<file path="config.mk">
export PLATFORM = sky130hd
export DESIGN_NAME = frame_buffer_swap_manager_flat
export DESIGN_NICKNAME = d
export VERILOG_FILES = /design/src/hw/rtl/fbsm_pkg.sv /design/src/hw/rtl/fbsm_if.sv /design/src/hw/rtl/frame_buffer_swap_manager.sv /design/src/hw/rtl/fbsm_cfg.sv /design/src/hw/rtl/fbsm_ctrl.sv /design/src/hw/rtl/fbsm_dp.sv /design/src/flat_wrapper.sv
export SDC_FILE = /design/constraint.sdc
export NUM_CORES = 1
export LEC_CHECK = 0
export BUFFER_PORTS_ARGS = -buffer_cell sky130_fd_sc_hd__buf_2
export CAP_MARGIN = 15
export CELL_PAD_IN_SITES_DETAIL_PLACEMENT = 1
export CELL_PAD_IN_SITES_GLOBAL_PLACEMENT = 2
export CORE_MARGIN = 8
export CORE_UTILIZATION = 30
export CTS_BUF_LIST = sky130_fd_sc_hd__clkbuf_8 sky130_fd_sc_hd__clkbuf_16
export DETAILED_ROUTE_END_ITERATION = 16
export PLACE_DENSITY_LB_ADDON = 0.05
export SYNTH_ARGS = -nofsm -noshare
export SYNTH_HDL_FRONTEND = slang
export SYNTH_SLANG_ARGS = --single-unit
</file>
<file path="constraint.sdc">
create_clock -name i_clk -period 3.82 [get_ports i_clk]
set_input_delay 0.382 -clock i_clk [delete_from_list [all_inputs] [get_ports i_clk]]
set_output_delay 0.382 -clock i_clk [all_outputs]
set_load 0.03 [all_outputs]
</file>
<file path="src/hw/rtl/fbsm_pkg.sv">
// Shared types, constants and a search helper for the frame buffer swap manager.
`default_nettype none

package fbsm_pkg;

    localparam int NUM_BUFFERS = 3;
    localparam int SLOT_W      = 2;
    localparam int MASK_W      = 3;
    localparam int PERIOD_W    = 6;
    localparam int COUNT_W     = 6;
    localparam int NB_W        = 2;
    localparam int APB_AW      = 3;
    localparam int APB_DW      = 32;

    localparam logic [MASK_W-1:0]   MASK_RESET   = 3'd7;
    localparam logic [PERIOD_W-1:0] PERIOD_RESET = 6'd60;
    localparam logic [COUNT_W-1:0]  COUNT_MAX    = 6'd63;

    typedef enum logic [0:0] {
        REG_PRESENT_MASK   = 1'b0,
        REG_RETRACE_PERIOD = 1'b1
    } t_reg;

    typedef enum logic [2:0] {
        OP_INIT         = 3'd0,
        OP_ACQUIRE      = 3'd1,
        OP_SUBMIT       = 3'd2,
        OP_DRAW_DONE    = 3'd3,
        OP_PRE_RETRACE  = 3'd4,
        OP_POST_RETRACE = 3'd5,
        OP_SETTINGS_CHG = 3'd6,
        OP_EFB_DRAWN    = 3'd7
    } t_opcode;

    typedef enum logic [2:0] {
        ST_NONE     = 3'd0,
        ST_FREE     = 3'd1,
        ST_DRAWING  = 3'd2,
        ST_WAITDONE = 3'd3,
        ST_DRAWDONE = 3'd4,
        ST_NEXT     = 3'd5,
        ST_DISPLAY  = 3'd6,
        ST_COPYEFB  = 3'd7
    } t_status;

    typedef t_status [NUM_BUFFERS-1:0] t_status_vec;

    typedef struct packed {
        logic              hit;
        logic [SLOT_W-1:0] idx;
    } t_find;

    typedef struct packed {
        logic [MASK_W-1:0]   present_mask;
        logic [PERIOD_W-1:0] retrace_period;
    } t_cfg;

    // controller -> datapath
    typedef struct packed {
        logic load;
        logic exec;
    } t_cmd;

    // datapath -> controller
    typedef struct packed {
        logic out_room;
    } t_dp_status;

    typedef struct packed {
        logic               found;
        logic [SLOT_W-1:0]  slot;
        logic               show_buffer;
        logic               reconfigure;
        logic               flush;
        logic               copy_efb;
        logic               error;
        logic               last_done_valid;
        logic [SLOT_W-1:0]  last_done_slot;
        logic               flush_pending;
        logic [COUNT_W-1:0] frames_renewed;
    } t_result;

    // lowest index holding the given status
    function automatic t_find find_status(input t_status_vec st, input t_status code);
        t_find f;
        f = '0;
        for (int i = NUM_BUFFERS - 1; i >= 0; i--) begin
            if (st[i] == code) begin
                f.hit = 1'b1;
                f.idx = SLOT_W'(i);
            end
        end
        return f;
    endfunction

endpackage

`default_nettype wire

</file>
<file path="src/hw/rtl/fbsm_if.sv">
// Valid/ready channel interfaces for the item and result beats.
`default_nettype none

interface fbsm_in_if;
    logic                          valid;
    logic                          ready;
    logic [2:0]                    opcode;
    logic [fbsm_pkg::SLOT_W-1:0]   buffer_index;

    modport source (output valid, output opcode, output buffer_index, input ready);
    modport sink   (input valid, input opcode, input buffer_index, output ready);
endinterface

interface fbsm_out_if;
    logic                          valid;
    logic                          ready;
    logic                          found;
    logic [fbsm_pkg::SLOT_W-1:0]   slot;
    logic                          show_buffer;
    logic                          reconfigure;
    logic                          flush;
    logic                          copy_efb;
    logic                          error;
    logic                          last_done_valid;
    logic [fbsm_pkg::SLOT_W-1:0]   last_done_slot;
    logic                          flush_pending;
    logic [fbsm_pkg::COUNT_W-1:0]  frames_renewed;

    modport source (
        output valid, output found, output slot, output show_buffer, output reconfigure,
        output flush, output copy_efb, output error, output last_done_valid,
        output last_done_slot, output flush_pending, output frames_renewed, input ready
    );
    modport sink (
        input valid, input found, input slot, input show_buffer, input reconfigure,
        input flush, input copy_efb, input error, input last_done_valid,
        input last_done_slot, input flush_pending, input frames_renewed, output ready
    );
endinterface

`default_nettype wire

</file>
<file path="src/hw/rtl/frame_buffer_swap_manager.sv">
// Top level: frame buffer swap manager with item/result channels and APB registers.
// An accepted item beat is latched into the opcode and index registers, then executed
// into the result register. No new item is taken until the last one has executed; the
// controller holds an item in its execute step until the single result register has room.
// Reset (synchronous, active low): all buffers none, flags and counters zero,
// present_mask 7, retrace period 60; no result beat pending.
`default_nettype none

module frame_buffer_swap_manager (
    input  wire logic                        i_clk,
    input  wire logic                        i_rst_n,
    fbsm_in_if.sink                          i_item,
    fbsm_out_if.source                       o_result,
    input  wire logic                        psel,
    input  wire logic                        penable,
    input  wire logic                        pwrite,
    input  wire logic [fbsm_pkg::APB_AW-1:0] paddr,
    input  wire logic [fbsm_pkg::APB_DW-1:0] pwdata,
    output logic      [fbsm_pkg::APB_DW-1:0] prdata,
    output logic                             pready
);

    fbsm_pkg::t_cfg       w_cfg;
    fbsm_pkg::t_cmd       w_cmd;
    fbsm_pkg::t_dp_status w_dp_status;
    fbsm_pkg::t_result    w_out;
    logic                 w_ready;
    logic                 w_out_valid;

    fbsm_cfg u_cfg (
        .i_clk   (i_clk),
        .i_rst_n (i_rst_n),
        .psel    (psel),
        .penable (penable),
        .pwrite  (pwrite),
        .paddr   (paddr),
        .pwdata  (pwdata),
        .prdata  (prdata),
        .pready  (pready),
        .o_cfg   (w_cfg)
    );

    fbsm_ctrl u_ctrl (
        .i_clk    (i_clk),
        .i_rst_n  (i_rst_n),
        .i_valid  (i_item.valid),
        .o_ready  (w_ready),
        .i_status (w_dp_status),
        .o_cmd    (w_cmd)
    );

    fbsm_dp u_dp (
        .i_clk          (i_clk),
        .i_rst_n        (i_rst_n),
        .i_cmd          (w_cmd),
        .o_status       (w_dp_status),
        .i_cfg          (w_cfg),
        .i_opcode       (i_item.opcode),
        .i_buffer_index (i_item.buffer_index),
        .o_out_valid    (w_out_valid),
        .i_out_ready    (o_result.ready),
        .o_out          (w_out)
    );

    assign i_item.ready             = w_ready;
    assign o_result.valid           = w_out_valid;
    assign o_result.found           = w_out.found;
    assign o_result.slot            = w_out.slot;
    assign o_result.show_buffer     = w_out.show_buffer;
    assign o_result.reconfigure     = w_out.reconfigure;
    assign o_result.flush           = w_out.flush;
    assign o_result.copy_efb        = w_out.copy_efb;
    assign o_result.error           = w_out.error;
    assign o_result.last_done_valid = w_out.last_done_valid;
    assign o_result.last_done_slot  = w_out.last_done_slot;
    assign o_result.flush_pending   = w_out.flush_pending;
    assign o_result.frames_renewed  = w_out.frames_renewed;

endmodule

`default_nettype wire

</file>
<file path="src/hw/rtl/fbsm_cfg.sv">
// APB register block holding the buffer presence mask and the retrace period.
`default_nettype none

module fbsm_cfg (
    input  wire logic                        i_clk,
    input  wire logic                        i_rst_n,
    input  wire logic                        psel,
    input  wire logic                        penable,
    input  wire logic                        pwrite,
    input  wire logic [fbsm_pkg::APB_AW-1:0] paddr,
    input  wire logic [fbsm_pkg::APB_DW-1:0] pwdata,
    output logic      [fbsm_pkg::APB_DW-1:0] prdata,
    output logic                             pready,
    output fbsm_pkg::t_cfg                   o_cfg
);

    logic [fbsm_pkg::MASK_W-1:0]   r_present_mask;
    logic [fbsm_pkg::PERIOD_W-1:0] r_retrace_period;
    fbsm_pkg::t_reg                w_reg;
    logic                          w_wr;

    assign pready = 1'b1;
    // byte address 4*i: bit 2 picks the register
    assign w_reg  = fbsm_pkg::t_reg'(paddr[2]);
    assign w_wr   = psel && penable && pwrite;

    always_ff @(posedge i_clk) begin
        if (!i_rst_n) begin
            r_present_mask   <= fbsm_pkg::MASK_RESET;
            r_retrace_period <= fbsm_pkg::PERIOD_RESET;
        end else if (w_wr) begin
            case (w_reg)
                fbsm_pkg::REG_PRESENT_MASK: begin
                    r_present_mask <= pwdata[fbsm_pkg::MASK_W-1:0];
                end
                fbsm_pkg::REG_RETRACE_PERIOD: begin
                    r_retrace_period <= pwdata[fbsm_pkg::PERIOD_W-1:0];
                end
                default: begin
                end
            endcase
        end
    end

    always_comb begin
        case (w_reg)
            fbsm_pkg::REG_PRESENT_MASK: begin
                prdata = fbsm_pkg::APB_DW'(r_present_mask);
            end
            fbsm_pkg::REG_RETRACE_PERIOD: begin
                prdata = fbsm_pkg::APB_DW'(r_retrace_period);
            end
            default: begin
                prdata = '0;
            end
        endcase
    end

    assign o_cfg.present_mask   = r_present_mask;
    assign o_cfg.retrace_period = r_retrace_period;

endmodule

`default_nettype wire

</file>
<file path="src/hw/rtl/fbsm_ctrl.sv">
// Controller: takes one item beat, then runs it once the result register has room.
`default_nettype none

module fbsm_ctrl (
    input  wire logic                  i_clk,
    input  wire logic                  i_rst_n,
    input  wire logic                  i_valid,
    output logic                       o_ready,
    input  fbsm_pkg::t_dp_status       i_status,
    output fbsm_pkg::t_cmd             o_cmd
);

    typedef enum logic [0:0] {
        S_IDLE = 1'b0,
        S_EXEC = 1'b1
    } t_state;

    t_state r_state;
    t_state n_state;

    always_comb begin
        n_state = r_state;
        case (r_state)
            S_IDLE: begin
                if (i_valid) begin
                    n_state = S_EXEC;
                end
            end
            S_EXEC: begin
                if (i_status.out_room) begin
                    n_state = S_IDLE;
                end
            end
            default: begin
                n_state = S_IDLE;
            end
        endcase
    end

    always_ff @(posedge i_clk) begin
        if (!i_rst_n) begin
            r_state <= S_IDLE;
        end else begin
            r_state <= n_state;
        end
    end

    assign o_ready    = (r_state == S_IDLE);
    assign o_cmd.load = (r_state == S_IDLE) && i_valid;
    assign o_cmd.exec = (r_state == S_EXEC) && i_status.out_room;

endmodule

`default_nettype wire

</file>
<file path="src/hw/rtl/fbsm_dp.sv">
// Datapath: buffer status table, flags, retrace counters and result register.
`default_nettype none

module fbsm_dp (
    input  wire logic                        i_clk,
    input  wire logic                        i_rst_n,
    input  fbsm_pkg::t_cmd                   i_cmd,
    output fbsm_pkg::t_dp_status             o_status,
    input  fbsm_pkg::t_cfg                   i_cfg,
    input  wire logic [2:0]                  i_opcode,
    input  wire logic [fbsm_pkg::SLOT_W-1:0] i_buffer_index,
    output logic                             o_out_valid,
    input  wire logic                        i_out_ready,
    output fbsm_pkg::t_result                o_out
);

    fbsm_pkg::t_opcode                  r_op;
    logic [fbsm_pkg::SLOT_W-1:0]        r_bi;

    fbsm_pkg::t_status_vec              r_status;
    logic [fbsm_pkg::NUM_BUFFERS-1:0]   r_changed;
    logic                               r_settings_changed;
    logic                               r_efb_ready;
    logic                               r_efb_changed;
    logic [fbsm_pkg::PERIOD_W-1:0]      r_retrace_count;
    logic [fbsm_pkg::COUNT_W-1:0]       r_renew_count;
    logic [fbsm_pkg::COUNT_W-1:0]       r_renew_result;

    fbsm_pkg::t_status_vec              n_status;
    logic [fbsm_pkg::NUM_BUFFERS-1:0]   n_changed;
    logic                               n_settings_changed;
    logic                               n_efb_ready;
    logic                               n_efb_changed;
    logic [fbsm_pkg::PERIOD_W-1:0]      n_retrace_count;
    logic [fbsm_pkg::COUNT_W-1:0]       n_renew_count;
    logic [fbsm_pkg::COUNT_W-1:0]       n_renew_result;
    fbsm_pkg::t_result                  n_out;

    logic                               r_out_valid;
    fbsm_pkg::t_result                  r_out;
    logic [fbsm_pkg::NUM_BUFFERS-1:0]   w_is_next;

    always_comb begin
        fbsm_pkg::t_find            f_a;
        fbsm_pkg::t_find            f_b;
        logic [fbsm_pkg::NB_W-1:0]  nb;
        logic                       bi_ok;
        logic                       renew;
        logic [fbsm_pkg::PERIOD_W:0] rc;

        n_status           = r_status;
        n_changed          = r_changed;
        n_settings_changed = r_settings_changed;
        n_efb_ready        = r_efb_ready;
        n_efb_changed      = r_efb_changed;
        n_retrace_count    = r_retrace_count;
        n_renew_count      = r_renew_count;
        n_renew_result     = r_renew_result;
        n_out              = '0;
        renew              = 1'b0;
        f_a                = '0;
        f_b                = '0;
        nb    = fbsm_pkg::NB_W'($countones(i_cfg.present_mask));
        bi_ok = (int'(r_bi) < fbsm_pkg::NUM_BUFFERS);
        rc    = {1'b0, r_retrace_count} + 1'b1;

        case (r_op)
            fbsm_pkg::OP_INIT: begin
                for (int i = 0; i < fbsm_pkg::NUM_BUFFERS; i++) begin
                    n_status[i]  = i_cfg.present_mask[i] ? fbsm_pkg::ST_FREE
                                                         : fbsm_pkg::ST_NONE;
                    n_changed[i] = 1'b0;
                end
                n_settings_changed = 1'b0;
                n_efb_ready        = 1'b0;
                n_efb_changed      = 1'b0;
                n_renew_result     = '0;
            end
            fbsm_pkg::OP_ACQUIRE: begin
                if (nb >= 2'd2) begin
                    f_a = fbsm_pkg::find_status(r_status, fbsm_pkg::ST_DRAWING);
                    if (!f_a.hit) begin
                        f_a = fbsm_pkg::find_status(r_status, fbsm_pkg::ST_FREE);
                        if (f_a.hit) begin
                            n_status[f_a.idx] = fbsm_pkg::ST_DRAWING;
                        end
                    end
                    n_out.found = f_a.hit;
                    n_out.slot  = f_a.hit ? f_a.idx : '0;
                end
            end
            fbsm_pkg::OP_SUBMIT: begin
                if (bi_ok && r_status[r_bi] == fbsm_pkg::ST_DRAWING) begin
                    n_status[r_bi]     = fbsm_pkg::ST_WAITDONE;
                    n_changed[r_bi]    = r_settings_changed;
                    n_settings_changed = 1'b0;
                end else begin
                    n_out.error = 1'b1;
                end
            end
            fbsm_pkg::OP_DRAW_DONE: begin
                if (bi_ok && r_status[r_bi] == fbsm_pkg::ST_WAITDONE) begin
                    f_a = fbsm_pkg::find_status(r_status, fbsm_pkg::ST_NEXT);
                    n_status[r_bi] = f_a.hit ? fbsm_pkg::ST_DRAWDONE : fbsm_pkg::ST_NEXT;
                end else begin
                    n_out.error = 1'b1;
                end
            end
            fbsm_pkg::OP_PRE_RETRACE: begin
                f_a = fbsm_pkg::find_status(r_status, fbsm_pkg::ST_NEXT);
                if (f_a.hit) begin
                    n_out.show_buffer = 1'b1;
                    n_out.slot        = f_a.idx;
                    n_out.reconfigure = r_changed[f_a.idx];
                    n_out.flush       = 1'b1;
                    renew             = 1'b1;
                end else if (nb == 2'd1 && r_efb_ready) begin
                    // single buffer: reuse the displayed one, else take a free one
                    f_b = fbsm_pkg::find_status(r_status, fbsm_pkg::ST_DISPLAY);
                    if (!f_b.hit) begin
                        f_b = fbsm_pkg::find_status(r_status, fbsm_pkg::ST_FREE);
                        if (f_b.hit) begin
                            n_out.show_buffer = 1'b1;
                            n_out.slot        = f_b.idx;
                            n_out.flush       = 1'b1;
                        end
                    end
                    if (f_b.hit) begin
                        n_status[f_b.idx] = fbsm_pkg::ST_COPYEFB;
                        if (r_efb_changed) begin
                            n_out.reconfigure = 1'b1;
                            n_out.flush       = 1'b1;
                        end
                        renew = 1'b1;
                    end
                end
                if (renew && r_renew_count != fbsm_pkg::COUNT_MAX) begin
                    n_renew_count = r_renew_count + 1'b1;
                end
                if (rc >= {1'b0, i_cfg.retrace_period}) begin
                    n_renew_result  = n_renew_count;
                    n_retrace_count = '0;
                    n_renew_count   = '0;
                end else begin
                    n_retrace_count = rc[fbsm_pkg::PERIOD_W-1:0];
                end
            end
            fbsm_pkg::OP_POST_RETRACE: begin
                f_a = fbsm_pkg::find_status(r_status, fbsm_pkg::ST_NEXT);
                if (f_a.hit) begin
                    f_b = fbsm_pkg::find_status(r_status, fbsm_pkg::ST_DISPLAY);
                    if (f_b.hit) begin
                        n_status[f_b.idx] = fbsm_pkg::ST_FREE;
                    end
                    n_status[f_a.idx] = fbsm_pkg::ST_DISPLAY;
                    // draw-done entries are untouched above, so search the old table
                    f_b = fbsm_pkg::find_status(r_status, fbsm_pkg::ST_DRAWDONE);
                    if (f_b.hit) begin
                        n_status[f_b.idx] = fbsm_pkg::ST_NEXT;
                    end
                end else begin
                    f_b = fbsm_pkg::find_status(r_status, fbsm_pkg::ST_COPYEFB);
                    if (f_b.hit) begin
                        n_out.copy_efb    = 1'b1;
                        n_out.slot        = f_b.idx;
                        n_status[f_b.idx] = fbsm_pkg::ST_DISPLAY;
                        n_efb_ready       = 1'b0;
                    end
                end
            end
            fbsm_pkg::OP_SETTINGS_CHG: begin
                n_settings_changed = 1'b1;
            end
            fbsm_pkg::OP_EFB_DRAWN: begin
                n_efb_ready        = 1'b1;
                n_efb_changed      = r_settings_changed;
                n_settings_changed = 1'b0;
            end
            default: begin
            end
        endcase

        // summary of the table after the update
        f_a = fbsm_pkg::find_status(n_status, fbsm_pkg::ST_WAITDONE);
        if (!f_a.hit) f_a = fbsm_pkg::find_status(n_status, fbsm_pkg::ST_DRAWDONE);
        if (!f_a.hit) f_a = fbsm_pkg::find_status(n_status, fbsm_pkg::ST_NEXT);
        if (!f_a.hit) f_a = fbsm_pkg::find_status(n_status, fbsm_pkg::ST_DISPLAY);
        n_out.last_done_valid = f_a.hit;
        n_out.last_done_slot  = f_a.hit ? f_a.idx : '0;
        n_out.flush_pending   = (nb >= 2'd2) && f_a.hit &&
                                (n_status[f_a.idx] != fbsm_pkg::ST_DISPLAY);
        n_out.frames_renewed  = n_renew_result;
    end

    always_ff @(posedge i_clk) begin
        if (i_cmd.load) begin
            r_op <= fbsm_pkg::t_opcode'(i_opcode);
            r_bi <= i_buffer_index;
        end
        if (i_cmd.exec) begin
            r_out <= n_out;
        end
    end

    always_ff @(posedge i_clk) begin
        if (!i_rst_n) begin
            for (int i = 0; i < fbsm_pkg::NUM_BUFFERS; i++) begin
                r_status[i] <= fbsm_pkg::ST_NONE;
            end
            r_changed          <= '0;
            r_settings_changed <= 1'b0;
            r_efb_ready        <= 1'b0;
            r_efb_changed      <= 1'b0;
            r_retrace_count    <= '0;
            r_renew_count      <= '0;
            r_renew_result     <= '0;
            r_out_valid        <= 1'b0;
        end else begin
            if (i_cmd.exec) begin
                r_status           <= n_status;
                r_changed          <= n_changed;
                r_settings_changed <= n_settings_changed;
                r_efb_ready        <= n_efb_ready;
                r_efb_changed      <= n_efb_changed;
                r_retrace_count    <= n_retrace_count;
                r_renew_count      <= n_renew_count;
                r_renew_result     <= n_renew_result;
                r_out_valid        <= 1'b1;
            end else if (i_out_ready) begin
                r_out_valid <= 1'b0;
            end
        end
    end

    assign o_status.out_room = !r_out_valid || i_out_ready;
    assign o_out_valid       = r_out_valid;
    assign o_out             = r_out;

    always_comb begin
        for (int i = 0; i < fbsm_pkg::NUM_BUFFERS; i++) begin
            w_is_next[i] = (r_status[i] == fbsm_pkg::ST_NEXT);
        end
    end

    a_exec_gives_beat: assert property (@(posedge i_clk) disable iff (!i_rst_n)
        i_cmd.exec |=> r_out_valid)
        else $error("executed item left no result beat");

    a_single_next: assert property (@(posedge i_clk) disable iff (!i_rst_n)
        $countones(w_is_next) <= 1)
        else $error("more than one buffer marked next");

    a_pending_has_done: assert property (@(posedge i_clk) disable iff (!i_rst_n)
        r_out_valid && r_out.flush_pending |-> r_out.last_done_valid)
        else $error("flush pending without a finished buffer");

    a_show_flushes: assert property (@(posedge i_clk) disable iff (!i_rst_n)
        r_out_valid && r_out.show_buffer |-> r_out.flush)
        else $error("buffer shown without a flush");

endmodule

`default_nettype wire

</file>
<file path="src/flat_wrapper.sv">
// flat-port wrapper written by rule: the top's interface ports become plain ports
module frame_buffer_swap_manager_flat 
  (i_clk, i_rst_n, psel, penable, pwrite, paddr, pwdata, prdata, pready, i_item_valid, i_item_opcode, i_item_buffer_index, i_item_ready, o_result_valid, o_result_found, o_result_slot, o_result_show_buffer, o_result_reconfigure, o_result_flush, o_result_copy_efb, o_result_error, o_result_last_done_valid, o_result_last_done_slot, o_result_flush_pending, o_result_frames_renewed, o_result_ready);
  fbsm_in_if i_item_i ();
  fbsm_out_if o_result_i ();
  input  wire logic i_clk;
  input  wire logic i_rst_n;
  input  wire logic psel;
  input  wire logic penable;
  input  wire logic pwrite;
  input  wire logic [fbsm_pkg::APB_AW-1:0] paddr;
  input  wire logic [fbsm_pkg::APB_DW-1:0] pwdata;
  output logic      [fbsm_pkg::APB_DW-1:0] prdata;
  output logic pready;
  input wire logic [$bits(i_item_i.valid)-1:0] i_item_valid;
  input wire logic [$bits(i_item_i.opcode)-1:0] i_item_opcode;
  input wire logic [$bits(i_item_i.buffer_index)-1:0] i_item_buffer_index;
  output wire logic [$bits(i_item_i.ready)-1:0] i_item_ready;
  output wire logic [$bits(o_result_i.valid)-1:0] o_result_valid;
  output wire logic [$bits(o_result_i.found)-1:0] o_result_found;
  output wire logic [$bits(o_result_i.slot)-1:0] o_result_slot;
  output wire logic [$bits(o_result_i.show_buffer)-1:0] o_result_show_buffer;
  output wire logic [$bits(o_result_i.reconfigure)-1:0] o_result_reconfigure;
  output wire logic [$bits(o_result_i.flush)-1:0] o_result_flush;
  output wire logic [$bits(o_result_i.copy_efb)-1:0] o_result_copy_efb;
  output wire logic [$bits(o_result_i.error)-1:0] o_result_error;
  output wire logic [$bits(o_result_i.last_done_valid)-1:0] o_result_last_done_valid;
  output wire logic [$bits(o_result_i.last_done_slot)-1:0] o_result_last_done_slot;
  output wire logic [$bits(o_result_i.flush_pending)-1:0] o_result_flush_pending;
  output wire logic [$bits(o_result_i.frames_renewed)-1:0] o_result_frames_renewed;
  input wire logic [$bits(o_result_i.ready)-1:0] o_result_ready;
  assign i_item_i.valid = i_item_valid;
  assign i_item_i.opcode = i_item_opcode;
  assign i_item_i.buffer_index = i_item_buffer_index;
  assign i_item_ready = i_item_i.ready;
  assign o_result_valid = o_result_i.valid;
  assign o_result_found = o_result_i.found;
  assign o_result_slot = o_result_i.slot;
  assign o_result_show_buffer = o_result_i.show_buffer;
  assign o_result_reconfigure = o_result_i.reconfigure;
  assign o_result_flush = o_result_i.flush;
  assign o_result_copy_efb = o_result_i.copy_efb;
  assign o_result_error = o_result_i.error;
  assign o_result_last_done_valid = o_result_i.last_done_valid;
  assign o_result_last_done_slot = o_result_i.last_done_slot;
  assign o_result_flush_pending = o_result_i.flush_pending;
  assign o_result_frames_renewed = o_result_i.frames_renewed;
  assign o_result_i.ready = o_result_ready;
  frame_buffer_swap_manager u_core (.i_clk(i_clk), .i_rst_n(i_rst_n), .i_item(i_item_i), .o_result(o_result_i), .psel(psel), .penable(penable), .pwrite(pwrite), .paddr(paddr), .pwdata(pwdata), .prdata(prdata), .pready(pready));
endmodule
</file>
After elaboration in Yosys (flattened, before gate mapping)
Cells that the tools add are included.
- equality and inequality tests: 45
- mux-type cells: 145
- bitwise logic cells: 22
- order comparisons: 19
- add/subtract/negate cells: 4
- reduce and logical (&&, ||, !) cells: 35
- operator list (kind ; count):
    two-way mux 3 bit ; 74
    two-way mux 9 bit ; 14
    == test 3 bit, second input constant ; 25
    case mux 32 bit (2 select lines) ; 1
    case mux 9 bit (6 select lines) ; 1
    demux 3 bit (select 2 bit) ; 7
    == test 3 x 2 -> 1 bit, second input constant ; 10
    < comparator 2 x 3 -> 1 bit, second input constant ; 9
    two-way mux 6 bit ; 4
    bitwise OR 6 bit ; 4
    two-way mux 1 bit ; 22
    logical AND 1 bit ; 17
    >= comparator 2 x 1 -> 1 bit, second input constant ; 7
    AND 3 bit ; 4
    AND 6 bit ; 2
    binary-select mux 3 bit (select 2 bit) ; 2
    == test 3 x 1 -> 1 bit, second input constant ; 4
    two-way mux 2 bit ; 6
    NOT 3 bit ; 4
    NOT 6 bit ; 2
    case mux 6 bit (2 select lines) ; 1
    two-way mux 5 bit ; 2
    AND reduction 2 bit ; 5
    bitwise mux 9 bit ; 1
    29 further kinds ; 42
- bits in registers: 67
- logic and storage cells: 297
- output and inout port bits: 53

Longest topological paths before layout
Gate-level depths: netlist (run 1).
- depth in word-level cells: 35
- mapped depth: 12
- depth with buffers taken out: 11

Hierarchy
Synthesis (run 1) repeated with hierarchy kept, for this count alone.
- cell total of the unflattened synthesis: 600
- area, all modules: 4914.7 um2
- modules (own cells, without submodules) (module ; cells each ; times used ; area each (um2) ; sequential area each (um2)):
    fbsm_dp ; 519 ; 1 ; 4185.3 ; 1371.3
    fbsm_cfg ; 75 ; 1 ; 679.4 ; 180.2
    fbsm_ctrl ; 6 ; 1 ; 50.0 ; 20.0

Least setup slack after synthesis (run 1)
No wires, ideal clock.
- path type: register to register
- start: register u_core.u_cfg.r_present_mask[0] (netlist bit)
- end: register u_core.u_dp.r_out (netlist bit u_core.u_dp.o_out[6]) (data pin)
- library setup time: 268 ps
- setup slack: 748 ps
- path buffers: 0
- arrival time: 2803 ps
- stages on the path, launching flop included: 11
- clock period less this slack: 3072 ps
- path through: dfxtp_1 -> fa_1 -> inv_1 -> nand3_1 -> a2111o_1 -> o221a_1 -> a211o_1 -> or3b_4 -> a31oi_4 -> mux2i_1 -> a211oi_2
- RTL lines (what ; line ; RTL):
    start: declaration ; fbsm_cfg.sv:17 ; logic [fbsm_pkg::MASK_W-1:0] r_present_mask;
    start signal: assignment ; fbsm_cfg.sv:29 ; r_present_mask <= fbsm_pkg::MASK_RESET;
    start signal: assignment ; fbsm_cfg.sv:34 ; r_present_mask <= pwdata[fbsm_pkg::MASK_W-1:0];
    end signal: assignment ; fbsm_dp.sv:201 ; r_out <= n_out;
    end: declaration ; fbsm_dp.sv:40 ; fbsm_pkg::t_result r_out;

==> results of run 1 <==
==> cell families after synthesis <==
family	after synthesis	share of synthesized area [%]
compound gates	153	21.8
xor+xnor	11	1.94
fa+ha+maj	9	2.41
buf+inv	86	9.47
flops	67	31.6
mux	15	3.12
other cells	2	0.151
simple gates	264	29.5
==> per-layer routing <==
metal | GRT usage, % | vias to the layer above | share of wire [%]
met1 | 23.4 | 2415 | 48
met5 | 0 | - | 0
met3 | 3.54 | 22 | 4.5
li1 | - | 2357 | -
met4 | 5.59 | 0 | 1.9
met2 | 28.6 | 125 | 46
==> stage by stage <==
stage	hold slack, ns	util [%]
after floorplan	0.449	-
after global placement	0.462	34.3
after detailed placement	0.478	34.3
after CTS	0.201	36.3
after global routing	0.206	36.4
final	0.214	36.4
==> worst min-delay path by stage <==
stage | start | end | slack (ns)
6_report | i_item_buffer_index[1] | u_core.u_dp.r_bi[1] | 0.21
5_1_grt | i_item_buffer_index[1] | u_core.u_dp.r_bi[1] | 0.21
4_1_cts | i_item_buffer_index[1] | u_core.u_dp.r_bi[1] | 0.20
3_5_place_dp | u_core.u_dp.r_retrace_count[5] | u_core.u_dp.r_retrace_count[5] | 0.48
3_3_place_gp | u_core.u_dp.r_retrace_count[1] | u_core.u_dp.r_retrace_count[1] | 0.46
2_1_floorplan | u_core.u_dp.r_retrace_count[1] | u_core.u_dp.r_retrace_count[1] | 0.45
==> power breakdown <==
| part | total, mW | switching [mW] | leakage, nW | internal, mW |
|---|---|---|---|---|
| sequential | 0.815 | 0.0389 | 0.583 | 0.776 |
| clock | 0.943 | 0.345 | 0.161 | 0.597 |
| combinational | 0.472 | 0.310 | 1.70 | 0.161 |
==> worst max-delay path, delay by kind of cell, from the launching register on <==
| family | cells | cell delay, ns |
|---|---|---|
| compound gates | 5 | 1.35 |
| simple gates | 3 | 1.01 |
| flops | 1 | 0.46 |
| fa+ha+maj | 1 | 0.28 |
| mux | 1 | 0.23 |
==> Yosys cell counts, drive strengths merged, types with 3 or more instances <==
library cell	instances	share of area, %
and3	5	0.63
mux2i	11	2.2
nor4bb	4	0.80
mux2	4	0.90
xnor2	6	1.1
clkbuf	15	1.1
nand4	13	1.6
or3	3	0.38
a31oi	14	2.2
nor4	6	0.75
nand2b	12	1.5
nor3	15	1.5
or2	3	0.38
a211oi	13	2.2
or3b	5	0.93
a311oi	7	1.2
edfxtp	23	14
buf	52	6.9
o31ai	4	0.60
o221ai	3	0.53
o22ai	3	0.50
and3b	5	0.88
nand3b	13	2.3
nor2b	12	1.5
o2111ai	3	0.53
a41oi	4	0.85
xor2	5	0.88
ha	8	2.0
o211ai	10	1.5
nand3	28	3.1
o21ai	24	2.4
nor2	54	4.1
dfxtp	44	18
nor3b	7	1.5
nand2	61	4.6
a21oi	37	3.7
and2	5	0.63
nand4b	4	0.70
a2bb2oi	4	0.70
inv	18	1.4
a21o	3	0.45
==> state kept, by name, summed over array words and instances, names as in the netlist <==
signal and cells:
u_core.u_dp.o_out 18, u_core.u_dp.r_status 9, u_core.u_cfg.r_retrace_period 6, u_core.u_dp.r_renew_count 6, u_core.u_dp.r_renew_result 6, u_core.u_dp.r_retrace_count 6, u_core.u_cfg.r_present_mask 3, u_core.u_dp.r_changed 3
u_core.u_dp.r_op 3, u_core.u_dp.r_bi 2, u_core.u_ctrl.r_state 1, u_core.u_dp.o_out_valid 1, u_core.u_dp.r_efb_changed 1, u_core.u_dp.r_efb_ready 1, u_core.u_dp.r_settings_changed 1
==> area by class of cell <==
class	instances	area (um2)
timing repair buffer	105	678
multi-input combinational	479	3040
clock inverter	6	96.3
fill	1995	10400
tap	220	275
clock buffer	10	239
sequential	67	1570
inverter	19	71.3
==> results by group, run 1 <==
Global route
  – Initial antenna violation count: 0
  – Total gr overflow: 0
  – Largest net degree at the start of global routing: 49
  – Global-route wire length before repair: 28600 um
  – Vias in the first global route: 5138
  – Tot GR Track Use: 17.8%

Setup path
  – Max incr delay on CP: 0.55 ns
  – Critical path launch point: u_core.u_cfg.r_present_mask[0]
  – R2R depth: 10
  – Critical path, cell by cell: fa_1 > nor4bb_2 > a41oi_1 > o31ai_1 > a2bb2oi_1 > nand2_1 > or3b_4 > a31oi_4 > mux2i_1 > a211oi_2
  – Reg2reg start: u_core.u_cfg.r_present_mask[0]
  – Worst Setup Path Type: flop to flop
  – CP endpoint: u_core.u_dp.o_out[6]
  – Flop2flop setup slack: 0.20 ns
  – Slowest cell on crit path: o31ai_1
  – Critical Path RT: 3.89 ns
  – Worst Setup End Kind: flop
  – Reg-to-Reg End: u_core.u_dp.o_out[6]
  – Critical Path AT: 3.69 ns
  – Startpoint type of the worst setup path: flop
  – Worst-path fanout max: 4

Power
  – Worst IR drop on VDD: 0.190 mV
  – Final Power: 2.23 mW
  – Total power per unit cell area: 373 nW/um2
  – Leakage power: 2.44 nW

Clocking
  – Htree depth: 3
  – Post-CTS Setup Bufs: 0
  – Clk sink count: 67
  – Post-CTS Resized: 0
  – Clk slew on worst S/H paths: 0.06 ns
  – CTS Buf Count: 9
  – Hold buffer count at CTS: 0
  – CTS root buffer: clkbuf_16
  – TritonCTS clock tree: yes
  – Clock latency on the worst-skew pair: 0.34 ns
  – Clk buf depth: 2

Logic synthesis
  – Synth Cell Area: 4980 um2
  – Cells after Synth: 607
  – Yosys reg bits: 67
  – Ys flop type: dfxtp_1
  – Distinct cells, synth: 88
  – Avg Inst Size Synth: 8.20 um2
  – Sequential area share after synthesis: 31.6%
  – EDFF count, synth: 23
  – Yosys warnings: 0
  – Post-synth ARST share: 0%

Final layout
  – Diodes inserted: 0
  – Most frequent cells in the layout: nand2_1 (61), buf_4 (61), nor2_1 (54)
  – Net count, final: 737
  – Finished Layout Cells: 906
  – Post-route cell area: 5970 um2
  – Layout cells sized above 1: 21.3%
  – Layout area overhead: 20.0%

Floorplanning
  – Site Rows: 47
  – Die Y: 145 um
  – I/O Pins: 100
  – Die Area: 21000 um2
  – Initial Utilization: 30.3%
  – Chip Width: 145 um
  – Core ar.: 16400 um2

Drt
  – First-iteration detailed-routing DRC count: 302
  – Antenna Nets Post-Route: 0
  – DRC violations left: 0
  – Vias: 4919
  – DR pass1 iterations: 4
  – WL/cell: 19.9 um
  – WL final: 18000 um
  – Vias/cell: 5.43

Timing
  – Setup_tns: 0 ns
  – Clock skew: 0.00566 ns
  – RSZ-0062 raised after global routing: no
  – Fin. max-slew vios: 0
  – Setup ws final: 0.201 ns
  – Setup violations, final: 0
  – Worst-Margin Slew: 0.713 ns
  – Final number of hold-violating endpoints: 0
  – Max Clk Rate: 276 MHz
  – Final worst-path cycle share: 94.7%
  – Min Clock Period, post-route: 3.62 ns
  – Slew headroom: 52.1%

Placement
  – DPL Wire Length: 14000 um
  – Cell Area, Placed: 5630 um2
  – Placed cells: 890
  – RD Place Congestion: 0.894
  – Buffers on Ports: 44
  – Post-place setup slack: 0.0807 ns

Outcome
  – Status: finished, final reports clean

Flow run
  – Max-Cap Viols: 0

Worst hold path
  – Hold depth: 1
  – Hold Crit Class: input port to flop
(Power assumes the default switching activity.)
==> inputs of run 2 (changes only) <==
--- a/config.mk
+++ b/config.mk
@@ -5,6 +5,7 @@
 export SDC_FILE = /design/constraint.sdc
 export NUM_CORES = 1
 export LEC_CHECK = 0
+export ABC_AREA = 1
 export BUFFER_PORTS_ARGS = -buffer_cell sky130_fd_sc_hd__buf_2
 export CAP_MARGIN = 15
 export CELL_PAD_IN_SITES_DETAIL_PLACEMENT = 1
==> constraint.sdc (replaced) <==
create_clock -name i_clk -period 3.35 [get_ports i_clk]
set_input_delay 0.335 -clock i_clk [delete_from_list [all_inputs] [get_ports i_clk]]
set_output_delay 0.335 -clock i_clk [all_outputs]
set_load 0.03 [all_outputs]
==> run 2 against run 1 <==
Against the previous run: register-to-register slack better by 0.08 ns; via count down 1.0%; clock power up 0.8%; non-clock buffer count down 41; core utilization down 1.2 points; critical path type unchanged; largest cell class unchanged.
==> results by group, run 2 <==
Drt
  – Vias/cell: 4.91 (was 5.43)
  – Vias: 4870 (was 4919)
  – Antenna Nets Post-Route: 0 (unchanged)
  – First-iteration detailed-routing DRC count: 230 (was 302)
  – DR pass1 iterations: 4 (unchanged)
  – DRC violations left: 0 (unchanged)
  – WL/cell: 17.8 um (was 19.9 um)
  – WL final: 17600 um (was 18000 um)

Logic synthesis
  – Yosys reg bits: 67 (unchanged)
  – Top cells by count, synth: nand2_1 (158), nor2_1 (78), inv_1 (73), nand3_1 (73), dfxtp_1 (44) (was nand2_1 (61), nor2_1 (54), dfxtp_1 (44))
  – Distinct cells, synth: 46 (was 88)
  – Sequential area share after synthesis: 32.6% (was 31.6%)
  – Top post-synthesis cells by area: dfxtp_1 (18%), edfxtp_1 (14%), nand2_1 (12%) (was dfxtp_1 (18%), edfxtp_1 (14%), nand2_1 (4.6%))
  – Largest family of logic cells by synthesized area: simple AND/OR/NAND/NOR gates (unchanged)
  – Yosys warnings: 0 (unchanged)
  – Post-Synth XOR/XNOR Area: 1.63% (was 1.94%)
  – Mux share of post-synthesis cell area: 0% (was 3.12%)
  – Simple-gate share of the synthesized area: 36.2% (was 29.5%)
  – Cells after Synth: 713 (was 607)
  – Top-area cell type share of the netlist area: 18.3% (was 17.7%)
  – Post-synth ARST share: 0% (unchanged)
  – Ys flop type: dfxtp_1 (unchanged)
  – Synth Area in Compound Gates: 13.4% (was 21.8%)
  – Cell taking the most area after synthesis: dfxtp_1 (unchanged)
  – Post-Synth Adder-Cell Area: 2.49% (was 2.41%)
  – Synth Cell Area: 4820 um2 (was 4980 um2)
  – Avg Inst Size Synth: 6.76 um2 (was 8.20 um2)
  – Count leader, synth: nand2_1 (unchanged)
  – EDFF count, synth: 23 (unchanged)

Final layout
  – Finished Layout Cells: 991 (was 906)
  – Post-route cell area: 5580 um2 (was 5970 um2)
  – Most common cell after layout, fill and taps aside: nand2_1
  – Layout cells sized above 1: 18.2% (was 21.3%)
  – Most frequent cells in the layout: nand2_1 (158), nor2_1 (78), inv_1 (73) (was nand2_1 (61), buf_4 (61), nor2_1 (54))
  – Net count, final: 826 (was 737)
  – Final core occ: 35.2% (was 36.4%)
  – Layout area overhead: 15.6% (was 20.0%)
  – Diodes inserted: 0 (unchanged)
  – Max reg flops: 18 (unchanged)

Timing
  – Final worst-path cycle share: 91.6% (was 94.7%)
  – Fin. max-slew vios: 0 (unchanged)
  – Min Clock Period, post-route: 3.07 ns (was 3.62 ns)
  – Slew headroom: 57.0% (was 52.1%)
  – Setup ws final: 0.281 ns (was 0.201 ns)
  – RSZ-0062 raised after global routing: no (unchanged)
  – Setup violations, final: 0 (unchanged)
  – Clock skew: 0.00894 ns (was 0.00566 ns)
  – Final number of hold-violating endpoints: 0 (unchanged)
  – Worst-Margin Slew: 0.644 ns (was 0.713 ns)
  – Setup_tns: 0 ns (unchanged)
  – Max Clk Rate: 326 MHz (was 276 MHz)

Placement
  – Buffers on Ports: 44 (unchanged)
  – Cell Area, Placed: 5280 um2 (was 5630 um2)
  – RD Place Congestion: 0.831 (was 0.894)
  – Placed cells: 975 (was 890)
  – Post-place setup slack: 0.234 ns (was 0.0807 ns)
  – DPL Wire Length: 14100 um (was 14000 um)

Clocking
  – TritonCTS clock tree: yes (unchanged)
  – Clk slew on worst S/H paths: 0.06 ns (about the same)
  – Clock latency on the worst-skew pair: 0.34 ns (about the same)
  – Clk buf depth: 2 (unchanged)
  – Htree depth: 3 (unchanged)
  – CTS Buf Count: 9 (unchanged)
  – Clk sink count: 67 (unchanged)
  – Hold buffer count at CTS: 0 (unchanged)
  – CTS root buffer: clkbuf_16 (unchanged)

Power
  – Worst IR drop on VDD: 0.215 mV (was 0.190 mV)
  – Leakage power: 2.65 nW (was 2.44 nW)
  – Switching Fraction: 30.2% (was 31.2%)
  – Sw Pwr: 661 uW (was 695 uW)
  – Gate power share: 15.6% (was 21.2%)
  – Seq pwr share: 40.9% (was 36.6%)
  – Cell-internal power: 1.53 mW (was 1.54 mW)
  – Total power per unit cell area: 392 nW/um2 (was 373 nW/um2)
  – Clock share of power: 43.5% (was 42.3%)

Global route
  – Tot GR Track Use: 18.0% (was 17.8%)
  – Vias in the first global route: 5067 (was 5138)
  – Global-route wire length before repair: 28000 um (was 28600 um)
  – Largest net degree at the start of global routing: 27 (was 49)
  – Total gr overflow: 0 (unchanged)
  – Initial antenna violation count: 0 (unchanged)

Floorplanning
  – Die Y: 143 um (was 145 um)
  – Die Area: 20400 um2 (was 21000 um2)
  – Site Rows: 46 (was 47)
  – I/O Pins: 100 (unchanged)
  – Initial Utilization: 30.5% (was 30.3%)
  – Chip Width: 143 um (was 145 um)
  – Core ar.: 15800 um2 (was 16400 um2)

Setup path
  – Reg-to-Reg End: u_core.u_dp.o_out[6] (unchanged)
  – Flop2flop setup slack: 0.28 ns (was 0.20 ns)
  – Startpoint type of the worst setup path: flop (unchanged)
  – Critical Path AT: 3.17 ns (was 3.69 ns)
  – Worst-path fanout max: 7 (was 4)
  – Worst Setup Path Type: flop to flop (unchanged)
  – R2R depth: 20 (was 10)
  – Critical Path RT: 3.45 ns (was 3.89 ns)
  – Reg2reg start: u_core.u_dp.r_op[1] (was u_core.u_cfg.r_present_mask[0])
  – Worst Setup End Kind: flop (unchanged)

Flow run
  – Max-Cap Viols: 0 (unchanged)

Outcome
  – Status: finished, final reports clean (unchanged)

Worst hold path
  – Hold depth: 1 (unchanged)
  – Hold endpoint: u_core.u_dp.r_op[2] (was u_core.u_dp.r_bi[1])
  – Hold Crit Start: i_item_opcode[2] (was i_item_buffer_index[1])
  – Hold Crit Class: input port to flop (unchanged)
[run 2: routing by layer]
| metal | vias up | part of all wire, % | wire length [um] | global-route usage [%] |
|---|---|---|---|---|
| met1 | 2364 | 46 | 8110 | 22.5 |
| met5 | - | 0 | 0 | 0 |
| li1 | 2409 | - | - | - |
| met2 | 88 | 49 | 8570 | 30.8 |
| met4 | 0 | 1.2 | 204 | 4.92 |
| met3 | 9 | 4.1 | 725 | 3.27 |
[run 2: worst max-delay path by stage]
stage,startpoint,to,slack [ns],cells after the start
after global routing,u_core.u_dp.r_status[6],u_core.u_dp.o_out[6],0.01,17
after floorplan,u_core.u_cfg.r_present_mask[0],u_core.u_dp.o_out[6],0.76,19
after detailed placement,u_core.u_cfg.r_present_mask[0],u_core.u_dp.o_out[6],0.23,19
final,u_core.u_dp.r_op[1],u_core.u_dp.o_out[6],0.28,20
after CTS,u_core.u_cfg.r_present_mask[0],u_core.u_dp.o_out[6],0.23,19
after global placement,u_core.u_cfg.r_present_mask[0],u_core.u_dp.o_out[6],0.30,19
[run 2: logic make-up after synthesis]
logic type / count (synthesis)
buf+inv: 142
xor+xnor: 9
simple gates: 370
flops: 67
fa+ha+maj: 9
compound gates: 114
other cells: 2
[run 2: stage by stage]
step,power [mW],hold WS (ns)
after floorplan,1.16,0.434
after global placement,1.25,0.458
after detailed placement,1.25,0.474
after CTS,2.22,0.157
after global routing,2.28,0.161
final,2.19,0.173
[run 2: critical path, cell delays in order (launching register included)]
cell      delay, ns
edfxtp_1       0.46
inv_2          0.16
nand2_1        0.12
nor2_2         0.28
inv_2          0.11
nor2_2         0.31
a21oi_1        0.13
nand3_1        0.18
nor2_1         0.07
nand2_1        0.10
nand2_1        0.12
nor2_1         0.15
nand2_1        0.10
nand3_2        0.09
nor2_4         0.06
nand2_1        0.05
nand2_1        0.06
nand2_1        0.08
nand2_1        0.05
nor2_1         0.09
nor2_1         0.05
[run 2: power by group through the flow]
stage          sequential, mW  combinational (mW)  clock [mW]
2_1_floorplan           0.929               0.233           0
3_3_place_gp            0.910               0.337           0
3_5_place_dp            0.911               0.342           0
4_1_cts                 0.894               0.344       0.985
5_1_grt                 0.897               0.377        1.01
6_report                0.894               0.342       0.951
[run 2: cell type report]
class                   count  area, um2
flip-flops and latches     67       1570
multi-input cells         529       2700
well taps                 216        270
clock buffers               9        225
inverters                  99        372
repair buffers             64        370
fillers                  2058      10300
clock inverters             7       67.6
[run 2: what timing repair did]
action,CTS,global route
endpoints found under the setup margin,0,2
setup buffers,0,0
resized for setup,0,3
